$ cat src/hdl/wav_header_parser_macros.svh
// ----------------------------------------------------------------------------
// wav_header_parser_macros
// Assertion macros used by the wav_header_parser RTL.
// ----------------------------------------------------------------------------
// Each macro expects clk and rst_n to be visible where it is used.
`ifndef WAV_HEADER_PARSER_MACROS_SVH
`define WAV_HEADER_PARSER_MACROS_SVH

// Same-cycle implication, disabled during reset.
`define WAVHP_ASSERT_IMPL(name, pre, post) \
    name: assert property (@(posedge clk) disable iff (!rst_n) (pre) |-> (post)) \
        else $error("wav_header_parser: same-cycle check failed");

// Next-cycle implication, disabled during reset.
`define WAVHP_ASSERT_NEXT(name, pre, post) \
    name: assert property (@(posedge clk) disable iff (!rst_n) (pre) |=> (post)) \
        else $error("wav_header_parser: next-cycle check failed");

`endif

$ cat src/hdl/wavhp_pkg.sv
// ----------------------------------------------------------------------------
// wavhp_pkg
// Types, codes and tag constants shared by the WAV header parser modules.
// ----------------------------------------------------------------------------
package wavhp_pkg;

    typedef logic [1:0]  opcode_t;
    typedef logic [7:0]  byte_t;
    typedef logic [2:0]  status_t;
    typedef logic [3:0]  phase_t;
    typedef logic [39:0] pos_t;

    // Opcodes
    localparam opcode_t OP_DATA    = 2'd0;
    localparam opcode_t OP_END     = 2'd1;
    localparam opcode_t OP_RESTART = 2'd2;

    // Result status codes
    localparam status_t ST_OK          = 3'd0;
    localparam status_t ST_NO_RIFF     = 3'd1;
    localparam status_t ST_NO_WAVE     = 3'd2;
    localparam status_t ST_NOT_PCM     = 3'd3;
    localparam status_t ST_NOT_16BIT   = 3'd4;
    localparam status_t ST_DATA_EARLY  = 3'd5;
    localparam status_t ST_EARLY_END   = 3'd6;

    // Parse phases
    localparam phase_t PH_RIFF     = 4'd0;
    localparam phase_t PH_RIFFSIZE = 4'd1;
    localparam phase_t PH_WAVE     = 4'd2;
    localparam phase_t PH_CTAG     = 4'd3;
    localparam phase_t PH_SZ_FMT   = 4'd4;
    localparam phase_t PH_SZ_DATA  = 4'd5;
    localparam phase_t PH_SZ_OTHER = 4'd6;
    localparam phase_t PH_FORMAT   = 4'd7;
    localparam phase_t PH_CHANNELS = 4'd8;
    localparam phase_t PH_RATE     = 4'd9;
    localparam phase_t PH_BYTERATE = 4'd10;
    localparam phase_t PH_ALIGN    = 4'd11;
    localparam phase_t PH_BITS     = 4'd12;
    localparam phase_t PH_SKIP     = 4'd13;
    localparam phase_t PH_DONE     = 4'd14;

    // Little-endian tags as they appear after four shifted-in bytes
    localparam logic [31:0] TAG_RIFF = 32'h4646_4952;
    localparam logic [31:0] TAG_WAVE = 32'h4556_4157;
    localparam logic [31:0] TAG_FMT  = 32'h2074_6D66;
    localparam logic [31:0] TAG_DATA = 32'h6174_6164;

    localparam logic [15:0] FMT_PCM       = 16'd1;
    localparam logic [15:0] BITS_16       = 16'd16;
    localparam logic [31:0] FMT_BASE_LEN  = 32'd16;
    localparam pos_t        POS_MAX       = 40'hFF_FFFF_FFFF;

    typedef struct packed {
        phase_t      phase;
        logic [1:0]  byte_idx;
        logic [31:0] shift;
        logic [31:0] chunk_len;
        logic [31:0] skip_left;
        logic        fmt_seen;
        logic [31:0] rate;
        logic [15:0] channels;
        pos_t        pos;
    } parse_state_t;

    typedef struct packed {
        status_t     status;
        logic [31:0] rate_hz;
        logic [15:0] chan_num;
        logic [31:0] body_len;
        pos_t        body_start;
    } result_t;

    localparam parse_state_t STATE_RESET = '{
        phase:     PH_RIFF,
        byte_idx:  2'd0,
        shift:     32'd0,
        chunk_len: 32'd0,
        skip_left: 32'd0,
        fmt_seen:  1'b0,
        rate:      32'd0,
        channels:  16'd0,
        pos:       40'd0
    };

endpackage

$ cat src/hdl/wavhp_step.sv
// ----------------------------------------------------------------------------
// wavhp_step
// Next-state and result logic of the parser for one input beat.
// ----------------------------------------------------------------------------
module wavhp_step
(
    input  wavhp_pkg::parse_state_t cur,
    input  wavhp_pkg::opcode_t      opcode,
    input  wavhp_pkg::byte_t        data_byte,
    output wavhp_pkg::parse_state_t nxt,
    output logic                    emit,
    output wavhp_pkg::result_t      result
);
    import wavhp_pkg::*;

    logic        need_half;
    logic        last_byte;
    logic [31:0] word;
    logic [15:0] half;
    pos_t        pos_inc;
    logic [31:0] skip_dec;
    logic [31:0] fmt_extra;

    assign word      = {data_byte, cur.shift[31:8]};
    assign half      = word[31:16];
    assign pos_inc   = (cur.pos < POS_MAX) ? cur.pos + 40'd1 : cur.pos;
    assign skip_dec  = cur.skip_left - 32'd1;
    assign fmt_extra = (cur.chunk_len > FMT_BASE_LEN) ? cur.chunk_len - FMT_BASE_LEN : 32'd0;
    assign need_half = (cur.phase == PH_FORMAT) || (cur.phase == PH_CHANNELS) ||
                       (cur.phase == PH_ALIGN)  || (cur.phase == PH_BITS);
    assign last_byte = need_half ? (cur.byte_idx != 2'd0) : (cur.byte_idx == 2'd3);

    always_comb
    begin
        nxt    = cur;
        emit   = 1'b0;
        result = '0;

        if (opcode == OP_RESTART)
        begin
            nxt = STATE_RESET;
        end
        else if (opcode == OP_END)
        begin
            if (cur.phase != PH_DONE)
            begin
                emit          = 1'b1;
                result.status = ST_EARLY_END;
                nxt.phase     = PH_DONE;
            end
        end
        else if (opcode == OP_DATA && cur.phase != PH_DONE)
        begin
            nxt.pos = pos_inc;
            if (cur.phase == PH_SKIP)
            begin
                nxt.skip_left = skip_dec;
                if (skip_dec == 32'd0)
                    nxt.phase = PH_CTAG;
            end
            else if (cur.phase < PH_SKIP)
            begin
                nxt.shift = word;
                if (!last_byte)
                begin
                    nxt.byte_idx = cur.byte_idx + 2'd1;
                end
                else
                begin
                    nxt.byte_idx = 2'd0;
                    case (cur.phase)
                        PH_RIFF:
                        begin
                            if (word != TAG_RIFF)
                            begin
                                emit          = 1'b1;
                                result.status = ST_NO_RIFF;
                                nxt.phase     = PH_DONE;
                            end
                            else
                                nxt.phase = PH_RIFFSIZE;
                        end
                        PH_RIFFSIZE: nxt.phase = PH_WAVE;
                        PH_WAVE:
                        begin
                            if (word != TAG_WAVE)
                            begin
                                emit          = 1'b1;
                                result.status = ST_NO_WAVE;
                                nxt.phase     = PH_DONE;
                            end
                            else
                                nxt.phase = PH_CTAG;
                        end
                        PH_CTAG:
                        begin
                            if (word == TAG_FMT)
                                nxt.phase = PH_SZ_FMT;
                            else if (word == TAG_DATA)
                                nxt.phase = PH_SZ_DATA;
                            else
                                nxt.phase = PH_SZ_OTHER;
                        end
                        PH_SZ_FMT:
                        begin
                            nxt.chunk_len = word;
                            nxt.phase     = PH_FORMAT;
                        end
                        PH_SZ_DATA:
                        begin
                            nxt.chunk_len = word;
                            nxt.phase     = PH_DONE;
                            emit          = 1'b1;
                            if (!cur.fmt_seen)
                                result.status = ST_DATA_EARLY;
                            else
                            begin
                                result.status     = ST_OK;
                                result.rate_hz    = cur.rate;
                                result.chan_num   = cur.channels;
                                result.body_len   = word;
                                result.body_start = pos_inc;
                            end
                        end
                        PH_SZ_OTHER:
                        begin
                            nxt.chunk_len = word;
                            nxt.skip_left = word;
                            nxt.phase     = (word == 32'd0) ? PH_CTAG : PH_SKIP;
                        end
                        PH_FORMAT:
                        begin
                            if (half != FMT_PCM)
                            begin
                                emit          = 1'b1;
                                result.status = ST_NOT_PCM;
                                nxt.phase     = PH_DONE;
                            end
                            else
                                nxt.phase = PH_CHANNELS;
                        end
                        PH_CHANNELS:
                        begin
                            nxt.channels = half;
                            nxt.phase    = PH_RATE;
                        end
                        PH_RATE:
                        begin
                            nxt.rate  = word;
                            nxt.phase = PH_BYTERATE;
                        end
                        PH_BYTERATE: nxt.phase = PH_ALIGN;
                        PH_ALIGN:    nxt.phase = PH_BITS;
                        PH_BITS:
                        begin
                            if (half != BITS_16)
                            begin
                                emit          = 1'b1;
                                result.status = ST_NOT_16BIT;
                                nxt.phase     = PH_DONE;
                            end
                            else
                            begin
                                nxt.fmt_seen  = 1'b1;
                                nxt.skip_left = fmt_extra;
                                nxt.phase     = (fmt_extra == 32'd0) ? PH_CTAG : PH_SKIP;
                            end
                        end
                        default: nxt = cur;
                    endcase
                end
            end
        end
    end

endmodule

$ cat src/hdl/wav_header_parser.sv
// ----------------------------------------------------------------------------
// wav_header_parser
// Byte-serial RIFF/WAVE header parser with valid/ready channels.
// ----------------------------------------------------------------------------
// The parser takes one beat per clock cycle while in_ready is high, each beat
// carrying an opcode (data byte, end of stream or restart) and a file byte. A
// beat passes through an input stage register, then a single pass of parse logic
// updates the parser state and, when a report is due, loads the result register.
// At most one report is produced per parse: the success report when the data
// chunk header has been read, or an error report; a restart before either
// produces none. After a report every beat but a restart is consumed silently.
// The input side keeps accepting beats while a report waits on the output, and
// only stalls when a second report is due before the first one has been taken.
// There is no clearing pass after reset.
// ----------------------------------------------------------------------------
module wav_header_parser
(
    input  logic                 clk,
    input  logic                 rst_n,
    input  logic                 in_valid,
    output logic                 in_ready,
    input  wavhp_pkg::opcode_t   opcode,
    input  wavhp_pkg::byte_t     data_byte,
    output logic                 out_valid,
    input  logic                 out_ready,
    output wavhp_pkg::status_t   status,
    output logic [31:0]          rate_hz,
    output logic [15:0]          chan_num,
    output logic [31:0]          body_len,
    output wavhp_pkg::pos_t      body_start
);
    import wavhp_pkg::*;
    `include "wav_header_parser_macros.svh"

    // Input stage: one beat waiting for the parse logic.
    logic         stage_valid_reg;
    logic         stage_valid_next;
    opcode_t      stage_op_reg;
    byte_t        stage_byte_reg;

    // Parser state, updated whenever the staged beat advances.
    parse_state_t state_reg;
    parse_state_t state_next;

    // Result register feeding the output channel.
    logic         out_valid_reg;
    logic         out_valid_next;
    result_t      result_reg;

    logic         step_emit;
    result_t      step_result;
    logic         stage_adv;
    logic         out_load;
    logic         in_accept;

    wavhp_step u_step
    (
        .cur       (state_reg),
        .opcode    (stage_op_reg),
        .data_byte (stage_byte_reg),
        .nxt       (state_next),
        .emit      (step_emit),
        .result    (step_result)
    );

    // A staged beat that produces no report can always advance. One that
    // produces a report needs the result register free or being drained.
    assign stage_adv = stage_valid_reg && (!step_emit || !out_valid_reg || out_ready);
    assign out_load  = stage_adv && step_emit;
    assign in_ready  = !stage_valid_reg || stage_adv;
    assign in_accept = in_valid && in_ready;

    assign stage_valid_next = in_accept ? 1'b1 : (stage_adv ? 1'b0 : stage_valid_reg);
    assign out_valid_next   = out_load ? 1'b1 : (out_ready ? 1'b0 : out_valid_reg);

    always_ff @(posedge clk or negedge rst_n)
    begin
        if (!rst_n)
        begin
            stage_valid_reg <= 1'b0;
            out_valid_reg   <= 1'b0;
            state_reg       <= STATE_RESET;
        end
        else
        begin
            stage_valid_reg <= stage_valid_next;
            out_valid_reg   <= out_valid_next;
            if (stage_adv)
                state_reg <= state_next;
        end
    end

    // Payload registers carry no reset.
    always_ff @(posedge clk)
    begin
        if (in_accept)
        begin
            stage_op_reg   <= opcode;
            stage_byte_reg <= data_byte;
        end
        if (out_load)
            result_reg <= step_result;
    end

    assign out_valid  = out_valid_reg;
    assign status     = result_reg.status;
    assign rate_hz    = result_reg.rate_hz;
    assign chan_num   = result_reg.chan_num;
    assign body_len   = result_reg.body_len;
    assign body_start = result_reg.body_start;

    // Every report leaves the parser in its finished phase.
    `WAVHP_ASSERT_NEXT(a_report_finishes, out_load, state_reg.phase == PH_DONE)
    // A success report is only possible once a valid fmt chunk was parsed.
    `WAVHP_ASSERT_IMPL(a_ok_needs_fmt, out_load && step_result.status == ST_OK,
                       state_reg.fmt_seen)
    // A staged beat that cannot advance is held intact.
    `WAVHP_ASSERT_NEXT(a_stage_holds, stage_valid_reg && !stage_adv,
                       stage_valid_reg && $stable(stage_op_reg) && $stable(stage_byte_reg))
    // The input only stalls when both the stage and the result register are full.
    `WAVHP_ASSERT_IMPL(a_stall_cause, !in_ready, stage_valid_reg && out_valid_reg)

endmodule

$ cat config.mk
export PLATFORM = sky130hd
export DESIGN_NAME = wav_header_parser
export DESIGN_NICKNAME = d
export VERILOG_FILES = /design/src/hdl/wavhp_pkg.sv /design/src/hdl/wavhp_step.sv /design/src/hdl/wav_header_parser.sv
export VERILOG_INCLUDE_DIRS = /design/src /design/src/hdl
export SDC_FILE = /design/constraint.sdc
export NUM_CORES = 1
export LEC_CHECK = 0
export ABC_AREA = 1
export BUFFER_PORTS_ARGS = -buffer_cell sky130_fd_sc_hd__buf_2
export CAP_MARGIN = 20
export CORE_MARGIN = 8
export CORE_UTILIZATION = 46
export DETAILED_ROUTE_END_ITERATION = 6
export GPL_TIMING_DRIVEN = 1
export PLACE_DENSITY = 0.66
export SLEW_MARGIN = 20
export SYNTH_ARGS = -nofsm -noshare
export SYNTH_HDL_FRONTEND = slang
export SYNTH_SLANG_ARGS = --single-unit
$ cat constraint.sdc
create_clock -name clk -period 13 [get_ports clk]
set_clock_uncertainty 0.1 [all_clocks]
set_input_delay 1.3 -clock clk [delete_from_list [all_inputs] [get_ports clk]]
set_output_delay 1.3 -clock clk [all_outputs]
set_load 0.01 [all_outputs]
==> flow_summary.yaml <==
outcome:
  status: "finished clean"
sta:
  setup_tns_ns: 0
  layout_min_cycle_time_ns: 4.44
  slew_headroom_pct: 27.8
  fin_crit_sh_pct: 34.2
  whs_ns: 0.390
  setup_ws_ns: 8.56
  drv_slew: 0
  finalHoldViolations: 0
  rsz0062_at_grt: "false"
  tightest_slew_ns: 1.08
  fmax_mhz: 225
  setup_violations: 0
synth:
  async_flop_share_pct: 58.2
  synthTopCellsByArea: "dfrtp_1, edfxtp_1, nand2_1"
  syn_nets: 2157
  synth_area_um2: 16800
  avgSynthCellArea_um2: 7.89
  ys_seq_area_share_pct: 51.2
  syn_inst: 2133
  synth_warnings: 0
  yosysTopAreaCellShare_pct: 27.5
  dominantRegCellSynth: "dfrtp_1"
  synth-seq-cells: 318
  yosysTopAreaCell: "dfrtp_1"
  synth_edf_count: 133
  yosys.cell_types.count: 49
power:
  p_per_area_nw_per_um2: 229
  ir_drop_v: 0.000108
  total_power_uw: 4320
  leakage_uw: 0.00866
route:
  firstDrtPassIters: 5
  drtAntennaViolNets: 0
  drc: 0
  routedWlPerCell_um: 19.6
  drt_iter0_markers: 1385
  wl_um: 53700
  dr_total_vias: 14800
  viasPerCell: 5.39
placed_design:
  dp.cells: 2679
  dpl.hpwl_um: 40600
  portBuffers: 138
  gp_congestion: 0.998
  pre_cts_ws_ns: 8.66
critical_path:
  start_kind: "flop"
  crit_path_end_kind: "output port"
  cp_max_fo: 42
  ff2ff_path_depth: 16
  timing_worst_setup_path_type: "flop to output port"
  crit_arrival_ns: 3.04
  regToRegSetupSlack_ns: 8.61
  required_ns: 11.60
layout:
  final_net_count: 2273
  finalNonFillerCells: 2744
  antenna_cells: 0
  n_fill_cell: 3485
  syn2layout_area_growth_pct: 12.4
  drive_gt1_share_pct: 10.4
  layout_common_cells: "nand2_1, nor2_1, inv_1, dfrtp_1, buf_2"
  layout_commonest_cell: "nand2_1"
  largest_register_ffs: 183
floorplan:
  start_util_pct: 46.3
  fp.coreArea_um2: 36300
  fp.dieArea_um2: 43000
  die_h_um: 207
  die_w_um: 207
  pin_count: 139
  std_cell_rows: 70
global_routing:
  grt_pass1_wl_um: 84800
  grt_use_total_pct: 24.7
  antenna_found_initial: 0
  overflow: 0
  grt_start_max_net_pins: 111
  grt_pass1_vias: 14600
clocking:
  cts_tree: "built"
  cts_setup_buffers: 0
  clock_sinks: 318
  cts_resized: 0
  cts-buffers-inserted: 36
  cts.path.max_buffers: 3
  clk_latency_ns: 0.53
  clk_pin_slew_ns: 0.06
  ctsHoldBuffers: 0
  cts_root_buf: "clkbuf_16"
  h-tree-depth: 2
flow_run:
  maxCapViolations: 0
worst_hold_path:
  hp-class: "flop to flop"
  hold_depth: 2
-- power breakdown --
| group | internal (uW) | switching (uW) | leakage (uW) |
|---|---|---|---|
| sequential | 1300 | 237 | 0.00358 |
| clock | 545 | 408 | 0.000531 |
| combinational | 547 | 1290 | 0.00454 |
| total | 2390 | 1930 | 0.00866 |
-- synthesized netlist by cell type, types with 4 or more instances --
cell type,count
o21ai_1,57
ha_1,10
o21ai_2,4
buf_6,8
nand3_1,98
edfxtp_1,133
nand4_1,36
nand2_2,6
xor2_1,48
nand2_1,504
inv_1,236
buf_4,10
nor2_2,5
nand3b_1,4
dfrtp_1,185
o22ai_1,25
o21bai_1,5
nor3_1,41
inv_2,13
nor2_4,4
clkbuf_1,26
o21ai_0,42
a22oi_1,8
nor4_1,16
a21oi_1,108
nor2_1,441
xnor2_1,8
buf_2,21
-- per-stage QoR --
step | util (%) | instance area, um^2
6_report | 52.1 | 18900
5_1_grt | 52.1 | 18900
4_1_cts | 52.1 | 18900
3_5_place_dp | 49.0 | 17800
3_3_place_gp | 49.0 | 17800
2_1_floorplan | - | 16800
-- worst max-delay path, cell delays in order, from the launching register on --
cell,delay (ns)
dfrtp_1,0.41
inv_1,0.09
nand2_1,0.16
nor2_4,0.72
nor2_1,0.14
nand2_1,0.11
nand2_1,0.06
nand2_2,0.11
nand3_2,0.09
nor2_2,0.10
nand2_1,0.07
nand2_2,0.08
nand4_1,0.16
buf_2,0.21
-- path summary, 6_finish.rpt --
| path | from | to |
|---|---|---|
| hold reg to reg | state_reg[152] | state_reg[152] |
| min in group asynchronous | rst_n | state_reg[118] |
| setup reg to reg | state_reg[188] | chan_num[10] |
| max in group asynchronous | rst_n | state_reg[39] |
| hold / removal | state_reg[152] | state_reg[152] |
| setup / recovery | state_reg[188] | in_ready |
-- cell type report --
type	count	area, um^2	area share (%)
sequential	318	8620	45.6
clock inverter	14	83.8	0.443
inverter	250	942	4.98
tap	468	586	3.09
clock buffer	51	1010	5.34
multi-input combinational	1498	6910	36.5
timing repair buffer	145	776	4.10
-- logic make-up after synthesis --
kind of cell | after synthesis | synth area share, %
adder cells (fa/ha/maj) | 10 | 0.743
buffers and inverters | 317 | 7.80
AO/OA/AOI/OAI | 261 | 8.42
AND/OR/NAND/NOR | 1171 | 28.9
XOR/XNOR | 56 | 2.91
flip-flops | 318 | 51.2
-- routing by layer --
layer	global-route usage (%)	routed length, um	share of wire, %
met3	3.94	3520	6.6
met4	7.74	1470	2.7
met5	0	0	0
met2	37.5	23500	44
met1	35.7	25200	47
No activity file was read; power rests on OpenSTA's default activity.
